==> config.mk <==
export PLATFORM = sky130hd
export DESIGN_NAME = address_table_with_aging
export DESIGN_NICKNAME = d
export VERILOG_FILES = /design/src/hdl/addr_tbl_pkg.sv /design/src/hdl/addr_tbl_cmp.sv /design/src/hdl/address_table_with_aging.sv
export SDC_FILE = /design/constraint.sdc
export NUM_CORES = 2
export LEC_CHECK = 0
export BUFFER_PORTS_ARGS = -buffer_cell sky130_fd_sc_hd__buf_2
export CELL_PAD_IN_SITES_DETAIL_PLACEMENT = 0
export CELL_PAD_IN_SITES_GLOBAL_PLACEMENT = 2
export CORE_MARGIN = 2
export CORE_UTILIZATION = 52
export DETAILED_ROUTE_END_ITERATION = 10
export PLACE_DENSITY_LB_ADDON = 0.1
export SYNTH_ARGS = -nofsm -noshare
export SYNTH_HDL_FRONTEND = slang
export SYNTH_HIERARCHICAL = 1
export SYNTH_SLANG_ARGS = --single-unit
export TNS_END_PERCENT = 20
==> constraint.sdc <==
create_clock -name aclk -period 7.98 [get_ports aclk]
set_input_delay 1.596 -clock aclk [delete_from_list [all_inputs] [get_ports aclk]]
set_output_delay 1.596 -clock aclk [all_outputs]
set_load 0.03 [all_outputs]
==> src/hdl/addr_tbl_pkg.sv <==
`default_nettype none
// ----------------------------------------------------------------------------
// addr_tbl_pkg
// Shared sizes, codes and types of the address table with aging.
// ----------------------------------------------------------------------------
package addr_tbl_pkg;

    localparam int TABLE_ENTRIES = 32;
    localparam int IDX_W         = (TABLE_ENTRIES > 1) ? $clog2(TABLE_ENTRIES) : 1;
    localparam int CNT_W         = $clog2(TABLE_ENTRIES + 1);

    localparam int MAC_W    = 48;
    localparam int IP_W     = 32;
    localparam int TIME_W   = 32;
    localparam int STATUS_W = 2;
    localparam int SLOT_W   = 5;
    localparam int COUNT_W  = 6;

    // stream payload widths, rounded up to whole bytes
    localparam int S_TDATA_W = ((MAC_W + IP_W + TIME_W + 7) / 8) * 8;
    localparam int M_TDATA_W = ((SLOT_W + 1 + 2 * COUNT_W + 7) / 8) * 8;

    localparam logic [TIME_W-1:0] TIMEOUT_RESET = TIME_W'(25000);

    localparam logic CMD_SEEN = 1'b0;
    localparam logic CMD_AGE  = 1'b1;

    localparam logic [STATUS_W-1:0] STATUS_UPDATED  = 2'd0;
    localparam logic [STATUS_W-1:0] STATUS_INSERTED = 2'd1;
    localparam logic [STATUS_W-1:0] STATUS_DROPPED  = 2'd2;
    localparam logic [STATUS_W-1:0] STATUS_AGED     = 2'd3;

    // result of the shared compare unit for one entry
    typedef struct packed {
        logic mac_eq;   // entry MAC equals the key
        logic aged;     // wrap-around age exceeds the timeout
    } cmp_res_t;

endpackage
`default_nettype wire

==> src/hdl/addr_tbl_cmp.sv <==
`default_nettype none
// ----------------------------------------------------------------------------
// addr_tbl_cmp
// Shared compare unit: MAC match for lookups, age test for aging passes.
// ----------------------------------------------------------------------------
module addr_tbl_cmp (
    input  wire logic                             cmd,
    input  wire logic [addr_tbl_pkg::MAC_W-1:0]   key_mac,
    input  wire logic [addr_tbl_pkg::TIME_W-1:0]  now_ms,
    input  wire logic [addr_tbl_pkg::TIME_W-1:0]  timeout_ms,
    input  wire logic [addr_tbl_pkg::MAC_W-1:0]   ent_mac,
    input  wire logic [addr_tbl_pkg::TIME_W-1:0]  ent_last_seen,
    output addr_tbl_pkg::cmp_res_t                res
);
    import addr_tbl_pkg::*;

    logic [TIME_W-1:0] age;

    // modulo 2^32 age
    assign age = now_ms - ent_last_seen;

    always_comb begin
        res        = '0;
        res.mac_eq = (cmd == CMD_SEEN) && (ent_mac == key_mac);
        res.aged   = (cmd == CMD_AGE) && (age > timeout_ms);
    end

endmodule
`default_nettype wire

==> src/hdl/address_table_with_aging.sv <==
`default_nettype none
// ----------------------------------------------------------------------------
// address_table_with_aging
// Node table keyed by MAC address, with lookup/insert and timeout aging.
// ----------------------------------------------------------------------------
// One item is processed at a time. After the input transfer the sequencer
// reads the table one entry per cycle through the shared compare unit,
// compares the last read in ST_LAST, then does the write-back in ST_WRITE
// and loads the result register. The next input transfer waits until the
// result has been transferred, so items never overlap; the spacing is set
// by the entry memories read one entry at a time and the one compare unit,
// and a stalled result register holds off the next item. s_tready is high
// only while the sequencer is idle and the result register is empty.
// A seen item (tuser = 0) updates a matching entry or fills the lowest free
// slot; when the table is full it is dropped with status 2. An age item
// (tuser = 1) marks offline every used entry whose age exceeds the timeout
// register. Used and online counts are kept in counters, updated as entries
// change. No clearing pass: used and online bits sit in flops cleared by
// reset, the MAC, IP and time words are only read behind a set used bit.
// ----------------------------------------------------------------------------
module address_table_with_aging (
    input  wire logic                                 aclk,
    input  wire logic                                 aresetn,
    // input: [47:0] node_mac, [79:48] node_ip, [111:80] now_ms
    input  wire logic [addr_tbl_pkg::S_TDATA_W-1:0]   s_tdata,
    // input tuser: [0] cmd
    input  wire logic                                 s_tuser,
    input  wire logic                                 s_tvalid,
    output logic                                      s_tready,
    // result: [4:0] slot_index, [5] probe_needed, [11:6] used_count,
    //         [17:12] online_count, [23:18] zero
    output logic [addr_tbl_pkg::M_TDATA_W-1:0]        m_tdata,
    // result tuser: [1:0] status
    output logic [addr_tbl_pkg::STATUS_W-1:0]         m_tuser,
    output logic                                      m_tvalid,
    input  wire logic                                 m_tready,
    // config: offline_timeout_ms at address 0
    input  wire logic                                 psel,
    input  wire logic                                 penable,
    input  wire logic                                 pwrite,
    input  wire logic [2:0]                           paddr,
    input  wire logic [31:0]                          pwdata,
    output logic [31:0]                               prdata,
    output logic                                      pready
);
    import addr_tbl_pkg::*;

    localparam logic [1:0] ST_IDLE  = 2'd0;
    localparam logic [1:0] ST_SCAN  = 2'd1;
    localparam logic [1:0] ST_LAST  = 2'd2;
    localparam logic [1:0] ST_WRITE = 2'd3;

    localparam logic [IDX_W-1:0] LAST_IDX = IDX_W'(TABLE_ENTRIES - 1);

    // sequencer
    logic [1:0]         state_reg, state_next;
    logic [IDX_W-1:0]   rd_idx_reg, rd_idx_next;
    logic               cmp_vld_reg;
    logic [IDX_W-1:0]   cmp_idx_reg;

    // table flags and counters
    logic [TABLE_ENTRIES-1:0] used_reg;
    logic [TABLE_ENTRIES-1:0] online_reg;
    logic [CNT_W-1:0]         used_cnt_reg;
    logic [CNT_W-1:0]         online_cnt_reg;

    // entry memories
    logic [MAC_W-1:0]  entry_mac  [TABLE_ENTRIES];
    logic [IP_W-1:0]   entry_ip   [TABLE_ENTRIES];
    logic [TIME_W-1:0] entry_seen [TABLE_ENTRIES];
    logic [MAC_W-1:0]  mac_rd_reg;
    logic [IP_W-1:0]   ip_rd_reg;
    logic [TIME_W-1:0] seen_rd_reg;

    // captured item
    logic              cmd_reg;
    logic [MAC_W-1:0]  mac_reg;
    logic [IP_W-1:0]   ip_reg;
    logic [TIME_W-1:0] now_reg;

    // scan results
    logic              hit_found_reg;
    logic              free_found_reg;
    logic [IDX_W-1:0]  hit_idx_reg;
    logic [IDX_W-1:0]  free_idx_reg;
    logic [IP_W-1:0]   hit_ip_reg;

    // result register
    logic                 m_tvalid_reg;
    logic [STATUS_W-1:0]  status_reg;
    logic [SLOT_W-1:0]    slot_reg;
    logic                 probe_reg;

    logic [TIME_W-1:0] timeout_reg;

    logic      s_fire;
    logic      cfg_wr;
    logic      wb_hit;
    logic      wb_ins;
    cmp_res_t  cmp_res;

    assign s_fire = s_tvalid && s_tready;
    assign cfg_wr = psel && penable && pwrite && pready;

    // write-back decisions, valid in ST_WRITE for a seen item
    assign wb_hit = (state_reg == ST_WRITE) && (cmd_reg == CMD_SEEN) && hit_found_reg;
    assign wb_ins = (state_reg == ST_WRITE) && (cmd_reg == CMD_SEEN) &&
                    !hit_found_reg && free_found_reg;

    // ---------------- config port ----------------
    assign pready = 1'b1;
    assign prdata = (paddr[2] == 1'b0) ? timeout_reg : 32'd0;

    // ---------------- shared compare unit ----------------
    addr_tbl_cmp u_cmp (
        .cmd           (cmd_reg),
        .key_mac       (mac_reg),
        .now_ms        (now_reg),
        .timeout_ms    (timeout_reg),
        .ent_mac       (mac_rd_reg),
        .ent_last_seen (seen_rd_reg),
        .res           (cmp_res)
    );

    // ---------------- sequencer ----------------
    always_comb begin
        state_next  = state_reg;
        rd_idx_next = rd_idx_reg;
        case (state_reg)
            ST_IDLE: begin
                rd_idx_next = '0;
                if (s_fire) begin
                    state_next = ST_SCAN;
                end
            end
            ST_SCAN: begin
                if (rd_idx_reg == LAST_IDX) begin
                    state_next = ST_LAST;
                end else begin
                    rd_idx_next = rd_idx_reg + 1'b1;
                end
            end
            ST_LAST: begin
                state_next = ST_WRITE;
            end
            ST_WRITE: begin
                state_next = ST_IDLE;
            end
            default: begin
                state_next = ST_IDLE;
            end
        endcase
    end

    assign s_tready = (state_reg == ST_IDLE) && !m_tvalid_reg;

    // ---------------- control state ----------------
    always_ff @(posedge aclk) begin
        if (!aresetn) begin
            state_reg      <= ST_IDLE;
            rd_idx_reg     <= '0;
            cmp_vld_reg    <= 1'b0;
            cmp_idx_reg    <= '0;
            used_reg       <= '0;
            online_reg     <= '0;
            used_cnt_reg   <= '0;
            online_cnt_reg <= '0;
            hit_found_reg  <= 1'b0;
            free_found_reg <= 1'b0;
            m_tvalid_reg   <= 1'b0;
            timeout_reg    <= TIMEOUT_RESET;
        end else begin
            state_reg   <= state_next;
            rd_idx_reg  <= rd_idx_next;
            // read issued in ST_SCAN is compared in the next cycle
            cmp_vld_reg <= (state_reg == ST_SCAN);
            cmp_idx_reg <= rd_idx_reg;

            if (cfg_wr && (paddr[2] == 1'b0)) begin
                timeout_reg <= pwdata;
            end

            if (s_fire) begin
                hit_found_reg  <= 1'b0;
                free_found_reg <= 1'b0;
            end

            if (cmp_vld_reg) begin
                if (cmd_reg == CMD_AGE) begin
                    if (used_reg[cmp_idx_reg] && cmp_res.aged) begin
                        online_reg[cmp_idx_reg] <= 1'b0;
                        if (online_reg[cmp_idx_reg]) begin
                            online_cnt_reg <= online_cnt_reg - 1'b1;
                        end
                    end
                end else if (used_reg[cmp_idx_reg]) begin
                    if (cmp_res.mac_eq) begin
                        hit_found_reg <= 1'b1;
                    end
                end else begin
                    free_found_reg <= 1'b1;
                end
            end

            if (wb_hit) begin
                online_reg[hit_idx_reg] <= 1'b1;
                if (!online_reg[hit_idx_reg]) begin
                    online_cnt_reg <= online_cnt_reg + 1'b1;
                end
            end
            if (wb_ins) begin
                used_reg[free_idx_reg]   <= 1'b1;
                online_reg[free_idx_reg] <= 1'b1;
                used_cnt_reg             <= used_cnt_reg + 1'b1;
                online_cnt_reg           <= online_cnt_reg + 1'b1;
            end

            if (state_reg == ST_WRITE) begin
                m_tvalid_reg <= 1'b1;
            end else if (m_tready) begin
                m_tvalid_reg <= 1'b0;
            end
        end
    end

    // ---------------- payload ----------------
    always_ff @(posedge aclk) begin
        if (s_fire) begin
            cmd_reg <= s_tuser;
            mac_reg <= s_tdata[MAC_W-1:0];
            ip_reg  <= s_tdata[MAC_W+IP_W-1:MAC_W];
            now_reg <= s_tdata[MAC_W+IP_W+TIME_W-1:MAC_W+IP_W];
        end

        // first match and first free slot win
        if (cmp_vld_reg && (cmd_reg == CMD_SEEN)) begin
            if (used_reg[cmp_idx_reg]) begin
                if (!hit_found_reg && cmp_res.mac_eq) begin
                    hit_idx_reg <= cmp_idx_reg;
                    hit_ip_reg  <= ip_rd_reg;
                end
            end else if (!free_found_reg) begin
                free_idx_reg <= cmp_idx_reg;
            end
        end

        if (state_reg == ST_WRITE) begin
            if (cmd_reg == CMD_AGE) begin
                status_reg <= STATUS_AGED;
                slot_reg   <= '0;
                probe_reg  <= 1'b0;
            end else if (hit_found_reg) begin
                status_reg <= STATUS_UPDATED;
                slot_reg   <= SLOT_W'(hit_idx_reg);
                probe_reg  <= (hit_ip_reg != ip_reg);
            end else if (free_found_reg) begin
                status_reg <= STATUS_INSERTED;
                slot_reg   <= SLOT_W'(free_idx_reg);
                probe_reg  <= 1'b1;
            end else begin
                status_reg <= STATUS_DROPPED;
                slot_reg   <= '0;
                probe_reg  <= 1'b0;
            end
        end
    end

    // ---------------- entry memories ----------------
    always_ff @(posedge aclk) begin
        mac_rd_reg  <= entry_mac[rd_idx_reg];
        ip_rd_reg   <= entry_ip[rd_idx_reg];
        seen_rd_reg <= entry_seen[rd_idx_reg];

        if (wb_ins) begin
            entry_mac[free_idx_reg]  <= mac_reg;
            entry_ip[free_idx_reg]   <= ip_reg;
            entry_seen[free_idx_reg] <= now_reg;
        end
        if (wb_hit) begin
            entry_ip[hit_idx_reg]   <= ip_reg;
            entry_seen[hit_idx_reg] <= now_reg;
        end
    end

    // ---------------- result channel ----------------
    assign m_tvalid = m_tvalid_reg;
    assign m_tuser  = status_reg;
    assign m_tdata  = M_TDATA_W'({COUNT_W'(online_cnt_reg), COUNT_W'(used_cnt_reg),
                                  probe_reg, slot_reg});

endmodule
`default_nettype wire

==> metrics.md <==
| Metric | Value |
|---|---|
| Cell count after placement | about 11000 |
| Routability cong. | 0.795 |
| Setup TNS Final | 0 ns |
| Post-synthesis instance area | 153000 um^2 |
| Number of design-rule violations left by the first detailed-router iteration | 8357 |
| Number of distinct library cells after synthesis | 80 |
| Iteration count of the initial detailed-routing pass | 6 |
| Clock tree from TritonCTS | yes |
| Final-report hold violation count | 0 |
| Layout cell share with drive strength beyond 1 | 31.0% |
| Placed Area | 159000 um^2 |
| RSZ-0062 raised after global routing | no |
| Maximum clock path buffer count | 4 |
| Critical Path RT | 8.80 ns |
| Cells after synthesis | ~6600 |
| Portion of the post-synthesis area used by sequential elements | 76.8% |
| R2R Path Start | now_reg[12] |
| Htree depth | 5 |
| Arrival time of the worst setup path | about 7.4 ns |
| Total DRC errors in the routed layout | 0 |
| Port Buffer Count | 206 |
| R2R setup slack | about 1.4 ns |
| Total number of vias | 70600 |
| CP endpoint | online_reg[26] |
| Post-DRT Antenna Nets | 0 |
| Launching element of the worst setup path | now_reg[12] |
| Number of cells upsized or downsized after cts | 0 |
| HPWL after detailed placement | 190000 um |
| Row count | 198 |
| Wire length per cell | approximately 33 um |
| Die Area | 298000 um^2 |
| Placeable core region | 292000 um^2 |
| Number of synthesized register bits | 3983 |
| Yosys synthesis warning count | 6 |
| Clock root buffer | sky130_fd_sc_hd__clkbuf_16 |
| First-pass GRT wire length | around 540000 um |
| Worst-case headroom to the max-slew limit | 18.9% |
| Ratio of routed vias to standard cells | between 6 and 7 |
| Hold path start | ip_rd_reg[29] |
| Min-delay worst type | reg2reg |
| Status | complete, no violations |
| EDFF count, synth | 3747 |
| Remaining Overflow, GRT | 0 |
| Total power of the final layout | slightly below 50000 uW |
| Number of buffers created by CTS | 406 |
| Proportion of register bits with asynchronous set or reset after synthesis | 0% |
| Maximum number of pins on one net before global-route repair | 131 |
| Reg-to-reg critical path endpoint | online_reg[26] |
| Number of global-route vias before repair | 74000 |
| TritonCTS sink count | 3983 |
| Flip-flop count of the largest register after layout | 1536 |
| Average footprint of a synthesized cell | about 23 um^2 |
| Cell area power density | 282 nW/um^2 |
| Kind of start point of the critical path | register |
| Slew of the pin with the lowest slew margin | 1.22 ns |
| Most frequently used flop master after synthesis | sky130_fd_sc_hd__edfxtp_1 |
| Setup violations, final | 0 |
| Tcrit/Tclk final | 82.6% |
| Horizontal die dimension | between 500 and 600 um |
| Starting Density | 52.3% |
| Leakage power summed over all cells | 0.0530 uW |
| Post-CTS setup-driven buffer insertion count | 0 |
| CTS clk-pin slew, worst paths | 0.06 ns |
| Clock period minus worst slack | 6.59 ns |
| Number of top-level design ports | 216 |
| Max-slew violation count | 0 |
| Most frequent cells in the layout | 3747 x sky130_fd_sc_hd__edfxtp_1, 1130 x sky130_fd_sc_hd__mux4_2, 413 x sky130_fd_sc_hd__clkbuf_16, 230 x sky130_fd_sc_hd__dfxtp_1, 205 x sky130_fd_sc_hd__buf_2 |
| Hold buffers post-CTS | 0 |
| Layout Cell Area excl Fill | 172000 um^2 |
| Finished Core Util | 59.1% |
| Ranking of synthesized cells by area | sky130_fd_sc_hd__edfxtp_1 74%, sky130_fd_sc_hd__mux4_2 17%, sky130_fd_sc_hd__dfxtp_1 3.1%, sky130_fd_sc_hd__mux2_2 0.86%, sky130_fd_sc_hd__ha_1 0.59% |
| Max Cap Viol | 0 |
| GRT Total Usage | 25.6% |
| Largest registers ranked by flip-flop count | entry_mac: 1536 flops, entry_ip: 1024 flops, entry_seen: 1024 flops |
| Most common library cell in the layout ignoring fill and taps | sky130_fd_sc_hd__edfxtp_1 |
| Portion of synthesized cell area occupied by the leading cell type | around 74% |
| Worst Setup End Kind | register |
| Antenna violations before repair | 9 |
| Category of the most critical setup path | reg2reg |
| Latest clock arrival within the worst-skew pair | 0.95 ns |
| Number of nets at the end of the flow | 7340 |
| Area growth syn-to-layout | 13.0% |
| Reg2reg path depth | 17 |
| Die Y | 546 um |
| Post-route clock skew | 0.0443 ns |
| Largest area contributor in the synthesized netlist | sky130_fd_sc_hd__edfxtp_1 |
| Fin cells | 11400 |
| Worst vdd ir | 0.000260 V |
| Largest Register | entry_mac |
| Fmax | 152 MHz |
| Total wire length | 380000 um |
| Max Fanout on Critical Path | 33 |
where the power goes:
| group | internal (uW) | switching (uW) | leakage [uW] |
|---|---|---|---|
| clock network | 10700 | 7860 | 0.00639 |
| logic | 2500 | 2760 | 0.0109 |
| registers | 24100 | 722 | 0.0357 |
| total | 37300 | 11300 | 0.0530 |
synth_stat cells, drive strengths merged (4+ instances only):
master / count
buf: 140
edfxtp: 3747
nand3: 36
ha: 72
a22oi: 12
a211oi: 4
nand4: 25
nor2b: 53
or2: 4
o21a: 50
nor3: 18
a21boi: 36
o31a: 10
o31ai: 12
o21bai: 8
xor2: 46
a21o: 24
mux2i: 38
mux4: 1130
o211ai: 7
o22ai: 8
and2: 13
nor4: 14
a21oi: 54
nand2b: 16
dfxtp: 236
nand2: 125
and3: 10
clkbuf: 194
nor2: 117
o21ai: 35
xnor2: 66
a31oi: 19
mux2: 118
nand3b: 8
inv: 84
or3: 6
cells by family (layout without fill, tap and decap cells):
family / count (synthesis) / count (layout) / synth area share, %
DFF: 3983 / 3983 / 76.8
muxes: 1286 / 1286 / 17.8
and+or+nand+nor: 457 / 457 / 1.46
other: 2 / 10 / 0.00492
buffers and inverters: 418 / 1233 / 1.22
adders and majority gates: 73 / 73 / 0.603
xor gates and xnor gates: 112 / 112 / 0.643
AOI/OAI and AO/OA: 307 / 307 / 1.45
per-stage QoR:
step	hold WS (ns)	setup WS [ns]
3_3_place_gp	0.388	1.52
4_1_cts	0.392	1.41
5_1_grt	0.393	0.807
3_5_place_dp	0.389	1.47
6_report	0.393	1.39
2_1_floorplan	0.386	2.88
critical path, cell delays in order, from the launching register on:
cell	delay [ns]
sky130_fd_sc_hd__edfxtp_1	1.06
sky130_fd_sc_hd__ha_1	0.46
sky130_fd_sc_hd__a21oi_1	0.29
sky130_fd_sc_hd__o211ai_1	0.15
sky130_fd_sc_hd__a21bo_2	0.24
sky130_fd_sc_hd__a21oi_1	0.35
sky130_fd_sc_hd__o221ai_1	0.40
sky130_fd_sc_hd__a21oi_1	0.24
sky130_fd_sc_hd__o211ai_1	0.11
sky130_fd_sc_hd__ha_1	0.33
sky130_fd_sc_hd__nand4_1	0.13
sky130_fd_sc_hd__nor4_1	0.61
sky130_fd_sc_hd__a22oi_1	0.26
sky130_fd_sc_hd__a21oi_1	0.44
sky130_fd_sc_hd__nand3_1	0.21
sky130_fd_sc_hd__a21oi_1	0.76
sky130_fd_sc_hd__a31oi_1	0.19
sky130_fd_sc_hd__o21a_1	0.22
layout make-up:
class	instances	area (um^2)
fillers	20800	119000
flip-flops and latches	3983	117000
multi-input cells	2242	34000
clock buffers	530	11100
well taps	3900	4880
repair buffers	395	2930
clock inverters	224	1940
inverters	84	323
diodes	3	7.51
routing by layer:
metal  vias to the layer above  part of all wire, %  track usage (%)
met5                         -                0.024                0
met4                        12                  2.4             6.31
met3                       510                  5.3             3.20
met2                      2196                   53             44.9
met1                     38900                   39             34.1
li1                      29000                    -                -
worst min-delay path by stage:
stage                          end  slack [ns]  cells after the start
finish              hit_ip_reg[29]        0.39                      0
global route        hit_ip_reg[29]        0.39                      0
floorplan            hit_ip_reg[0]        0.39                      0
detailed placement  hit_ip_reg[16]        0.39                      0
global placement    hit_ip_reg[26]        0.39                      0
CTS                 hit_ip_reg[29]        0.39                      0
No activity file was read; power rests on OpenSTA's default activity.
